--- src/design/gdd_pkg.sv ---
// Package for the Gregorian date difference block.
// Holds shared constants, lane interface structs and the calendar table functions.
// No dependencies.
package gdd_pkg;

  localparam int unsigned FirstYear = 1900;
  localparam int unsigned LastYear  = 3000;
  localparam int unsigned DaysPerYear = 365;

  // Leap years in 1..1899, the base subtracted from every day number.
  localparam int unsigned LeapBase = 1899 / 4 - 1899 / 100 + 1899 / 400;

  // floor(x / 100) == (x * Recip100) >> Recip100Shift for every 12-bit x.
  localparam int unsigned Recip100      = 5243;
  localparam int unsigned Recip100Shift = 19;

  localparam int unsigned YearW  = 12;
  localparam int unsigned MonthW = 4;
  localparam int unsigned DayW   = 5;
  localparam int unsigned DnumW  = 20;
  localparam int unsigned WdayW  = 3;

  typedef struct packed {
    logic en1;
    logic en2;
  } lane_ctrl_t;

  typedef struct packed {
    logic             ok;
    logic [DnumW-1:0] dnum;
  } lane_res_t;

  // Days before the first of the month in a common year.
  function automatic logic [8:0] month_start(input logic [MonthW-1:0] m);
    logic [8:0] r;
    case (m)
      4'd1:    r = 9'd0;
      4'd2:    r = 9'd31;
      4'd3:    r = 9'd59;
      4'd4:    r = 9'd90;
      4'd5:    r = 9'd120;
      4'd6:    r = 9'd151;
      4'd7:    r = 9'd181;
      4'd8:    r = 9'd212;
      4'd9:    r = 9'd243;
      4'd10:   r = 9'd273;
      4'd11:   r = 9'd304;
      4'd12:   r = 9'd334;
      default: r = 9'd0;
    endcase
    return r;
  endfunction

  // Length of the month in a common year; zero for a month code that means nothing.
  function automatic logic [DayW-1:0] month_len(input logic [MonthW-1:0] m);
    logic [DayW-1:0] r;
    case (m)
      4'd1, 4'd3, 4'd5, 4'd7, 4'd8, 4'd10, 4'd12: r = 5'd31;
      4'd4, 4'd6, 4'd9, 4'd11:                    r = 5'd30;
      4'd2:                                       r = 5'd28;
      default:                                    r = 5'd0;
    endcase
    return r;
  endfunction

endpackage

--- src/design/gdd_lane.sv ---
// One date lane: validity check and conversion to days since 1 January 1900.
// Two register stages; depends on gdd_pkg.
module gdd_lane (
  input  logic                         clk,
  input  gdd_pkg::lane_ctrl_t          ctrl,
  input  logic [gdd_pkg::DayW-1:0]     day,
  input  logic [gdd_pkg::MonthW-1:0]   month,
  input  logic [gdd_pkg::YearW-1:0]    year,
  output gdd_pkg::lane_res_t           res
);

  logic                        year_ok;
  logic                        month_ok;
  logic                        century;
  logic                        leap;
  logic [gdd_pkg::DayW-1:0]    len;
  logic                        date_ok;
  logic [gdd_pkg::YearW-1:0]   ym1;
  logic [gdd_pkg::YearW-1:0]   yoff;
  logic [24:0]                 prod100;
  logic [gdd_pkg::DnumW-1:0]   y365;
  logic [8:0]                  ms_adj;

  logic                        s1_ok;
  logic [gdd_pkg::DnumW-1:0]   s1_y365;
  logic [9:0]                  s1_q4;
  logic [5:0]                  s1_q100;
  logic [8:0]                  s1_ms;
  logic [gdd_pkg::DayW-1:0]    s1_day;
  logic [gdd_pkg::DnumW-1:0]   dnum_next;
  logic                        s2_ok;
  logic [gdd_pkg::DnumW-1:0]   s2_dnum;

  always_comb begin
    year_ok  = (year >= 12'(gdd_pkg::FirstYear)) && (year <= 12'(gdd_pkg::LastYear));
    month_ok = (month >= 4'd1) && (month <= 4'd12);
    // Within the valid range the centuries are 1900..3000; only 2000, 2400, 2800 are leap.
    century = 1'b0;
    for (int k = 19; k <= 30; k++) begin
      if (year == 12'(k * 100)) century = 1'b1;
    end
    leap = (year[1:0] == 2'b00) &&
           (!century || year == 12'd2000 || year == 12'd2400 || year == 12'd2800);
    len = gdd_pkg::month_len(month);
    if (month == 4'd2 && leap) len = 5'd29;
    date_ok = year_ok && month_ok && (day >= 5'd1) && (day <= len);

    ym1     = year - 12'd1;
    yoff    = year - 12'(gdd_pkg::FirstYear);
    prod100 = 25'(ym1) * 25'(gdd_pkg::Recip100);
    // 365 = 256 + 64 + 32 + 8 + 4 + 1
    y365 = (20'(yoff) << 8) + (20'(yoff) << 6) + (20'(yoff) << 5) +
           (20'(yoff) << 3) + (20'(yoff) << 2) + 20'(yoff);
    ms_adj = gdd_pkg::month_start(month) + 9'((month > 4'd2) && leap);
  end

  always_ff @(posedge clk) begin
    if (ctrl.en1) begin
      s1_ok   <= date_ok;
      s1_y365 <= y365;
      s1_q4   <= ym1[11:2];
      s1_q100 <= prod100[gdd_pkg::Recip100Shift +: 6];
      s1_ms   <= ms_adj;
      s1_day  <= day;
    end
  end

  // Leap count uses y/400 == (y/100)/4.
  assign dnum_next = s1_y365 + 20'(s1_q4) - 20'(s1_q100) + 20'(s1_q100[5:2]) +
                     20'(s1_ms) + 20'(s1_day) - 20'(gdd_pkg::LeapBase + 1);

  always_ff @(posedge clk) begin
    if (ctrl.en2) begin
      s2_ok   <= s1_ok;
      s2_dnum <= dnum_next;
    end
  end

  assign res.ok   = s2_ok;
  assign res.dnum = s2_dnum;

endmodule

--- src/design/gdd_merge.sv ---
// Merge stage: difference of the two lane day numbers and weekday of the end date.
// Drives the registered result payload; depends on gdd_pkg.
module gdd_merge (
  input  logic                              clk,
  input  logic                              en,
  input  gdd_pkg::lane_res_t                from_res,
  input  gdd_pkg::lane_res_t                to_res,
  output logic signed [gdd_pkg::DnumW-1:0]  day_difference,
  output logic                              from_valid,
  output logic                              to_valid,
  output logic [gdd_pkg::WdayW-1:0]         to_weekday
);

  logic                       both_ok;
  logic [gdd_pkg::DnumW-1:0]  diff;
  logic [gdd_pkg::DnumW-1:0]  x;
  logic [5:0]                 osum;
  logic [3:0]                 fold1;
  logic [3:0]                 fold2;
  logic [gdd_pkg::WdayW-1:0]  wday;

  always_comb begin
    both_ok = from_res.ok && to_res.ok;
    diff    = to_res.dnum - from_res.dnum;
    x       = to_res.dnum + 20'd1;
    // Since 8 is 1 mod 7, the sum of the octal digits keeps the residue.
    osum = 6'(x[2:0]) + 6'(x[5:3]) + 6'(x[8:6]) + 6'(x[11:9]) +
           6'(x[14:12]) + 6'(x[17:15]) + 6'(x[19:18]);
    fold1 = 4'(osum[5:3]) + 4'(osum[2:0]);
    fold2 = 4'(fold1[3]) + 4'(fold1[2:0]);
    wday  = (fold2 == 4'd7) ? 3'd0 : fold2[2:0];
  end

  always_ff @(posedge clk) begin
    if (en) begin
      day_difference <= both_ok ? diff : '0;
      to_weekday     <= both_ok ? wday : '0;
      from_valid     <= from_res.ok;
      to_valid       <= to_res.ok;
    end
  end

endmodule

--- src/design/gregorian_date_difference_top.sv ---
// Top level of the Gregorian date difference block.
// Instantiates two gdd_lane copies and gdd_merge; depends on gdd_pkg.
//
// Each request carries two dates (day, month, year). The block reports whether
// each date is valid (year 1900 to 3000, month 1 to 12, day within the month,
// with the full Gregorian leap rule), the signed number of days from the start
// date to the end date, and the weekday of the end date (0 is Sunday). When
// either date is invalid the difference and weekday are zero. A new request is
// accepted every clock cycle while in_stall is low. An accepted request passes
// through three register stages in order: two inside each date lane (calendar
// decode with a reciprocal multiply for the century count, then the day-number
// sum) and one in the merge stage that subtracts the day numbers, reduces the
// end date mod 7 and holds the result on the outputs until out_stall is low.
// Each stage advances whenever its successor is empty or advancing, so empty
// slots are filled even while a finished result waits on a stalled output, and
// in_stall rises only when all three stages hold requests and the output is
// stalled.
module gregorian_date_difference_top (
  input  logic                              clk,
  input  logic                              rst,
  input  logic                              in_valid,
  output logic                              in_stall,
  input  logic [gdd_pkg::DayW-1:0]          from_day,
  input  logic [gdd_pkg::MonthW-1:0]        from_month,
  input  logic [gdd_pkg::YearW-1:0]         from_year,
  input  logic [gdd_pkg::DayW-1:0]          to_day,
  input  logic [gdd_pkg::MonthW-1:0]        to_month,
  input  logic [gdd_pkg::YearW-1:0]         to_year,
  output logic                              out_valid,
  input  logic                              out_stall,
  output logic signed [gdd_pkg::DnumW-1:0]  day_difference,
  output logic                              from_valid,
  output logic                              to_valid,
  output logic [gdd_pkg::WdayW-1:0]         to_weekday
);

  // Occupancy of the two lane stages; out_valid covers the merge stage.
  logic v1;
  logic v2;
  logic en1;
  logic en2;
  logic en3;

  gdd_pkg::lane_ctrl_t ctrl;
  gdd_pkg::lane_res_t  from_res;
  gdd_pkg::lane_res_t  to_res;

  // A stage loads when it is empty or its contents move on this cycle.
  assign en3 = !out_valid || !out_stall;
  assign en2 = !v2 || en3;
  assign en1 = !v1 || en2;
  assign in_stall = !en1;

  assign ctrl.en1 = en1;
  assign ctrl.en2 = en2;

  always_ff @(posedge clk) begin
    if (rst) begin
      v1        <= 1'b0;
      v2        <= 1'b0;
      out_valid <= 1'b0;
    end else begin
      if (en1) v1 <= in_valid;
      if (en2) v2 <= v1;
      if (en3) out_valid <= v2;
    end
  end

  // Both lanes share the enables, so the two dates of a request stay paired.
  gdd_lane u_from_lane (
    .clk   (clk),
    .ctrl  (ctrl),
    .day   (from_day),
    .month (from_month),
    .year  (from_year),
    .res   (from_res)
  );

  gdd_lane u_to_lane (
    .clk   (clk),
    .ctrl  (ctrl),
    .day   (to_day),
    .month (to_month),
    .year  (to_year),
    .res   (to_res)
  );

  gdd_merge u_merge (
    .clk            (clk),
    .en             (en3),
    .from_res       (from_res),
    .to_res         (to_res),
    .day_difference (day_difference),
    .from_valid     (from_valid),
    .to_valid       (to_valid),
    .to_weekday     (to_weekday)
  );

`ifndef SYNTH
  // The input is held off only when every stage is full and the output is stalled.
  a_stall_only_full: assert property (@(posedge clk) disable iff (rst)
    in_stall |-> (v1 && v2 && out_valid && out_stall))
    else $error("in_stall raised with a free pipeline slot");

  // An invalid date forces a zero difference and weekday.
  a_invalid_zero: assert property (@(posedge clk) disable iff (rst)
    (out_valid && !(from_valid && to_valid)) |-> (day_difference == '0 && to_weekday == '0))
    else $error("nonzero result for an invalid date");

  // The mod 7 reduction never yields seven.
  a_weekday_range: assert property (@(posedge clk) disable iff (rst)
    out_valid |-> (to_weekday != 3'd7))
    else $error("weekday out of range");

  // A request in the last lane stage reaches the output when the output is free.
  a_advance: assert property (@(posedge clk) disable iff (rst)
    (v2 && en3) |=> out_valid)
    else $error("request lost between lane and merge stage");
`endif

endmodule

--- config.mk ---
export PLATFORM = sky130hd
export DESIGN_NAME = gregorian_date_difference_top
export DESIGN_NICKNAME = d
export VERILOG_FILES = /design/src/design/gdd_pkg.sv /design/src/design/gdd_lane.sv /design/src/design/gdd_merge.sv /design/src/design/gregorian_date_difference_top.sv
export SDC_FILE = /design/constraint.sdc
export NUM_CORES = 1
export LEC_CHECK = 0
export ABC_AREA = 1
export BUFFER_PORTS_ARGS = -buffer_cell sky130_fd_sc_hd__buf_2
export CAP_MARGIN = 30
export CORE_MARGIN = 2
export CORE_UTILIZATION = 35
export CTS_CLUSTER_DIAMETER = 150
export DETAILED_ROUTE_END_ITERATION = 7
export GPL_ROUTABILITY_DRIVEN = 0
export PLACE_DENSITY_LB_ADDON = 0.25
export SLEW_MARGIN = 5
export SYNTH_ARGS = -nofsm -noshare
export SYNTH_HDL_FRONTEND = slang
export SYNTH_HIERARCHICAL = 1
export SYNTH_SLANG_ARGS = --single-unit
--- constraint.sdc ---
create_clock -name clk -period 7.72 [get_ports clk]
set_input_delay 0.386 -clock clk [delete_from_list [all_inputs] [get_ports clk]]
set_output_delay 0.386 -clock clk [all_outputs]
set_load 0.1 [all_outputs]
---- After elaboration in Yosys (flattened, before gate mapping) ----
Memories as Yosys holds them, arrays and structs flattened.
Cells that the tools add are included.
storage, ports and cells
  ROM bits ................................ 448
  input port bits ......................... 46
  output and inout bits ................... 27
  memories kept ........................... 4
  register bits after elaboration ......... 172
memories
  name              words  bits a word  read ports  clocked after Yosys merged registers in  write ports  line           RTL
  (name not given)  16     9            1           0                                        0            gdd_pkg.sv:36  case (m)
  (name not given)  16     9            1           0                                        0            gdd_pkg.sv:36
  (name not given)  16     5            1           0                                        0            gdd_pkg.sv:57  case (m)
  (name not given)  16     5            1           0                                        0            gdd_pkg.sv:57
cells by class
  multipliers ............................. 2
  reductions and logical operators ........ 36
  equal/unequal tests ..................... 27
  magnitude comparators ................... 14
  bitwise logic cells ..................... 1
  $add $sub $neg .......................... 38
  multiplexer cells ....................... 26
operators with widths
  kind                                                   number
  equality test 12 bit, second input constant            20
  multiplier 12 x 13 -> 25 bit, second input constant    2
  equality test 12 x 11 -> 1 bit, second input constant  4
  adder 20 x 10 -> 20 bit                                2
  adder 20 x 12 -> 20 bit                                2
  adder 20 x 14 -> 20 bit                                2
  adder 20 x 15 -> 20 bit                                2
  adder 20 x 17 -> 20 bit                                2
  adder 20 x 18 -> 20 bit                                2
  adder 20 x 4 -> 20 bit                                 2
  adder 20 x 5 -> 20 bit                                 2
  adder 20 x 9 -> 20 bit                                 2
  subtractor 20 x 6 -> 20 bit                            2
  subtractor 20 x 9 -> 20 bit, second input constant     2
  adder 6 x 3 -> 6 bit                                   4
  >= comparator 12 x 11 -> 1 bit, second input constant  2
  <= comparator 12 bit, second input constant            2
  two-way mux 1 bit                                      24
  subtractor 12 x 1 -> 12 bit, second input constant     2
  subtractor 12 x 11 -> 12 bit, second input constant    2
  adder 20 x 1 -> 20 bit, second input constant          1
  subtractor 20 bit                                      1
  adder 9 x 1 -> 9 bit                                   2
  logical AND 1 bit                                      17
  other kinds (16)                                       39

---- Logic depth before layout (Yosys ltp) ----
  depth in word-level cells ............... 22
  gate-level depth with buffers ........... 35

---- By module ----
The synthesis kept the hierarchy.
modules (own cells, without submodules)
  module                         seq. area each (um^2)  area an instance (um^2)  cells an instance  instances
  gdd_lane at u_to_lane          2,162.1                10,415.0                 1,210              1
  gdd_lane at u_from_lane        2,162.1                10,351.2                 1,224              1
  gdd_merge                      750.7                  3,079.2                  426                1
  gregorian_date_difference_top  60.1                   115.1                    13                 1

---- Worst setup path after synthesis ----
No wires, ideal clock.
  path type ............................... in2reg
  from .................................... input from_year[0] (netlist bit)
  to ...................................... register u_from_lane.s1_q100[5] (data pin)
  stages .................................. 31
  slack ................................... 2,041 ps
  path buffers ............................ 1
  data arrival time ....................... 5,423 ps
  cell sequence ........................... buf_4 clkinv_2 ha_1 inv_1 nand2_1 nand2_1 nor2_2 nand2_2 xor2_2 inv_1 ha_1 inv_1 ha_1 xor2_1 ha_1 inv_1 fa_1 inv_1 fa_1 inv_1 fa_1 inv_1 ha_1 nand2_1 inv_1 a21boi_0 nand2_1 nand2_1 nand2_1 o21ai_0 nand2_1
on the way
  cells in the longest elaborated chain, start to end .. 2
ends and longest elaborated chain
  element                        line                                 RTL
  start: declaration             gregorian_date_difference_top.sv:25  input logic [gdd_pkg::YearW-1:0] from_year,
  subtractor 12 x 1 -> 12 bit    gdd_lane.sv:48                       ym1 = year - 12'd1;
  via u_from_lane.ym1 (one bit)  gdd_lane.sv:18                       logic [gdd_pkg::YearW-1:0] ym1;
  multiplier 12 x 13 -> 25 bit   gdd_lane.sv:50                       prod100 = 25'(ym1) * 25'(gdd_pkg::Recip100);
  via u_from_lane.prod100[24]    gdd_lane.sv:20                       logic [24:0] prod100;
  end signal: assignment         gdd_lane.sv:62                       s1_q100 <= prod100[gdd_pkg::Recip100Shift +: 6];
  end: declaration               gdd_lane.sv:27                       logic [5:0] s1_q100;
The timed path passes the listed nets, and every way through them passes these cells.
A chain may end at the register's enable or synchronous reset.

---- Worst setup path after layout ----
  from .................................... input from_year[1] (netlist bit)
  to ...................................... register u_from_lane.s1_q100[4] (data pin)
The elaborated chain is that of the path after synthesis.

==> summary by stage <==
Yosys
Among all flip-flop cells after synthesis, the most frequent one is sky130_fd_sc_hd__edfxtp_1. The number of synthesized flops with an enable pin is 169. The number of nets in the synthesized netlist is 3,507.

The async set-or-reset flop fraction in the synthesized netlist is 0. The cell with the most instances after synthesis is sky130_fd_sc_hd__inv_1. The cell type with the largest total area after synthesis is sky130_fd_sc_hd__edfxtp_1.

The portion of the post-synthesis area used by sequential elements is 0.2143. The mapped netlist covers 23,960 um2. In the post-synthesis netlist, the biggest area contributors are sky130_fd_sc_hd__edfxtp_1 21%, sky130_fd_sc_hd__ha_1 20%, sky130_fd_sc_hd__fa_1 18%, sky130_fd_sc_hd__inv_1 9.9%, sky130_fd_sc_hd__nand2_1 8.4%. The flop and latch count out of synthesis is 172.

The mean post-synth cell area is 8.340 um2. The count of cell types in the netlist is 52. The Yosys warning count is 6.

In the synthesized netlist, the cells that appear most often are 633 x sky130_fd_sc_hd__inv_1, 534 x sky130_fd_sc_hd__nand2_1, 374 x sky130_fd_sc_hd__ha_1. The share of synthesized area in the top cell type comes to 0.2118. Synthesis produced 2,873 cells.

STA
The fraction of the cycle the final worst path needs is 0.7573. The highest attainable clock frequency is 0.1711 GHz. In this run the tightest slew margin relative to its limit is 0.4153. The sum of negative setup slack is 0 ps.

The worst hold margin is 103.3 ps. For the pin with the worst max-slew slack, the measured transition is 874.0 ps. The final number of max-transition violations is 0. Setup violations remaining at the end of the flow were counted as 0. For the finished layout, the period the worst path requires is 5846 ps. Setup repair after global routing left no endpoint under its margin. Across the routed clock network, the largest skew measured is 13.90 ps. The number of hold-slack violations in the final timing report was 0.

Global routing
The number of antenna violations at the first check in global routing is 12. Entering global routing, the biggest net connects 55 pins. The number of global-route vias before repair is 18,140. The total congestion overflow after global routing is 0.

The first global-routing pass estimated 94.03 mm of wire. In the global route stage, overall resource usage came out at 0.1673.

Placed design
The half-perimeter wire length of the detailed placement result is 48.22 mm. Buffers placed on the I/O ports in this run total 72.

Worst setup path
The reg-to-reg startpoint is u_to_lane/s2_dnum[0]$_DFFE_PP_. In this design, the critical path's most frequently occurring cell is sky130_fd_sc_hd__inv_1. Counting buffers and inverters, the worst setup path is 25 cells deep. The critical path is of the primary input to register type. STA classifies the critical path endpoint as a register.

Of all nets on the critical path, the largest fanout is 8. The data required time of the critical path is 7960 ps. Data arrives at the worst endpoint at 6090 ps. The number of cells on the worst reg-to-reg path is 21. The slack of the worst reg-to-reg path is 2190 ps. The buffer and inverter count on the worst path is 7. The terminus of the critical flop-to-flop path is u_merge/to_weekday[0]$_SDFFCE_PP0P_. Among cell families on the critical path, the largest total delay comes from adder cells.

The startpoint type of the worst setup path is a primary input. On the critical path, the stage with the largest delay is an instance of sky130_fd_sc_hd__fa_1. The largest stage delay on the critical path is 600 ps.

Status
The run finished with clean final reports.

Worst hold path
The start point of the worst hold path is rst. The tightest min-delay check is of the primary input to register type. The worst hold path was traced through 2 stages. The capture endpoint of the worst hold path is v1$_SDFFE_PP0P_.

Detailed routing
The overall via count from detail_route is 17,950. The aggregate routed wire length is 55.69 mm. After the first detailed-routing iteration, the DRC count stood at 993. The length of the first detailed-routing pass in iterations is 5. For this run, design rule violations remaining after detail routing come to 0. In this run the remaining antenna-violating nets after routing total 0. The detail-routed via count per cell is 4.675. After detailed routing, the average wire length per cell comes to 14.51 um.

Clocking
TritonCTS built the clock tree. The clock transition time at the flip-flop clock pins of the worst setup and hold paths is 70 ps. The clock network latency to the later pin of the worst-skew pair is 490 ps. The root buffer cell chosen for the clock tree is sky130_fd_sc_hd__clkbuf_16. The cts-stage hold buffer count is 0. The number of gates resized after cts is 0. The H-tree was split into 4 levels. The number of buffers created by CTS is 17. The number of buffers on the longest clock path is 2. Clock tree synthesis found a total of 172 sinks. The number of setup buffers added after CTS is 0.

Job
Max-cap violations in this run came to 0.

Layout
Measured on the finished design, the core utilization comes to 0.3833. The final layout contains 3,585 nets. Of the cells placed in the final design, the portion with a size suffix greater than 1 is 0.07119.

The area added between synthesis and finish is 8.000%.

Floorplan
The top-level I/O count is 73. The overall die area is 70,570 um2. For this configuration, the core starts out at a cell density of 0.3549. After floorplanning, the core was divided into 95 placement rows. The die is 265.6 um wide. The y dimension of the die is 265.6 um. The region available for standard cell placement spans 67,510 um2.
[state kept, by name (all words and copies together), names as in the netlist, 10 cells and up]
| register | count |
|---|---|
| u_from_lane/s1_q4 | 10 |
| u_from_lane/s1_y365 | 20 |
| u_from_lane/s2_dnum | 20 |
| u_merge/day_difference | 20 |
| u_to_lane/s1_q4 | 10 |
| u_to_lane/s1_y365 | 20 |
| u_to_lane/s2_dnum | 20 |
[final cells by class]
type / count / area, um2
Antenna cell: 2 / 5.005
Clock buffer: 19 / 432.9
Clock inverter: 13 / 115.1
Fill cell: 6979 / 41640
Inverter: 658 / 2476
Multi-Input combinational cell: 2026 / 16210
Sequential cell: 172 / 5135
Tap cell: 873 / 1092
Timing Repair Buffer: 76 / 410.4
[per-layer routing]
layer,vias up,wire length [um],GRT usage
li1,9330,-,-
met1,8219,27490,0.2344
met2,301,24270,0.2612
met3,76,2719,0.03509
met4,20,1080,0.04510
met5,-,129,0
[cells in the final DEF, fill, tap and decap left out, types with 8 or more instances in the layout]
master                      Yosys  routed
sky130_fd_sc_hd__a21o_1        10      10
sky130_fd_sc_hd__a21oi_1      155     155
sky130_fd_sc_hd__a31oi_1       10      10
sky130_fd_sc_hd__buf_2          2      72
sky130_fd_sc_hd__clkbuf_16      0      17
sky130_fd_sc_hd__edfxtp_1     169     169
sky130_fd_sc_hd__fa_1         214     214
sky130_fd_sc_hd__ha_1         374     374
sky130_fd_sc_hd__inv_1        633     633
sky130_fd_sc_hd__inv_2         23      23
sky130_fd_sc_hd__nand2_1      534     534
sky130_fd_sc_hd__nand2_2       21      21
sky130_fd_sc_hd__nand3_1      126     125
sky130_fd_sc_hd__nand3_2       11      12
sky130_fd_sc_hd__nand4_1       39      39
sky130_fd_sc_hd__nor2_1       194     194
sky130_fd_sc_hd__nor2_2        17      17
sky130_fd_sc_hd__nor2_4         9       9
sky130_fd_sc_hd__nor3_1        25      25
sky130_fd_sc_hd__o21ai_0       92      92
sky130_fd_sc_hd__o21ai_1        8       8
sky130_fd_sc_hd__o21bai_1      10      10
sky130_fd_sc_hd__xnor2_1       34      34
sky130_fd_sc_hd__xor2_1        87      87
[worst max path at each step]
stage                  from  slack (ps)                          endpoint
2_1_floorplan  from_year[0]        2040  u_from_lane/s1_q100[5]$_DFFE_PP_
3_3_place_gp   from_year[1]        1500  u_from_lane/s1_q100[4]$_DFFE_PP_
3_5_place_dp     to_year[0]        1400    u_to_lane/s1_q100[0]$_DFFE_PP_
4_1_cts        from_year[1]        1890  u_from_lane/s1_q100[4]$_DFFE_PP_
5_1_grt        from_year[1]        1460  u_from_lane/s1_q100[4]$_DFFE_PP_
6_report       from_year[1]        1870  u_from_lane/s1_q100[4]$_DFFE_PP_
[logic make-up after synthesis]
family	after synthesis	synth area share
AND/OR/NAND/NOR	999	0.1830
flip-flops	172	0.2143
AO/OA/AOI/OAI	316	0.07326
buffers and inverters	675	0.1097
XOR/XNOR	123	0.04559
adder cells (fa/ha/maj)	588	0.3741
[stage by stage]
stage	std cells	area, um2	setup WS, ps
floorplan	2873	23960	2041
global placement	3804	25300	1504
detailed placement	3805	25320	1404
CTS	3837	25870	1895
global route	3838	25870	1459
finish	3839	25880	1874
[worst register-to-register path: cells and delay by family, from the launching register on]
| kind | cells | cell delay, ps |
|---|---|---|
| xor gates and xnor gates | 3 | 570 |
| adders and majority gates | 9 | 3440 |
| DFF | 1 | 450 |
| and+or+nand+nor | 9 | 830 |
Power is left out: the tool's default activity adds up to more than one toggle a clock period on the data nets, which glitch-free logic cannot reach.
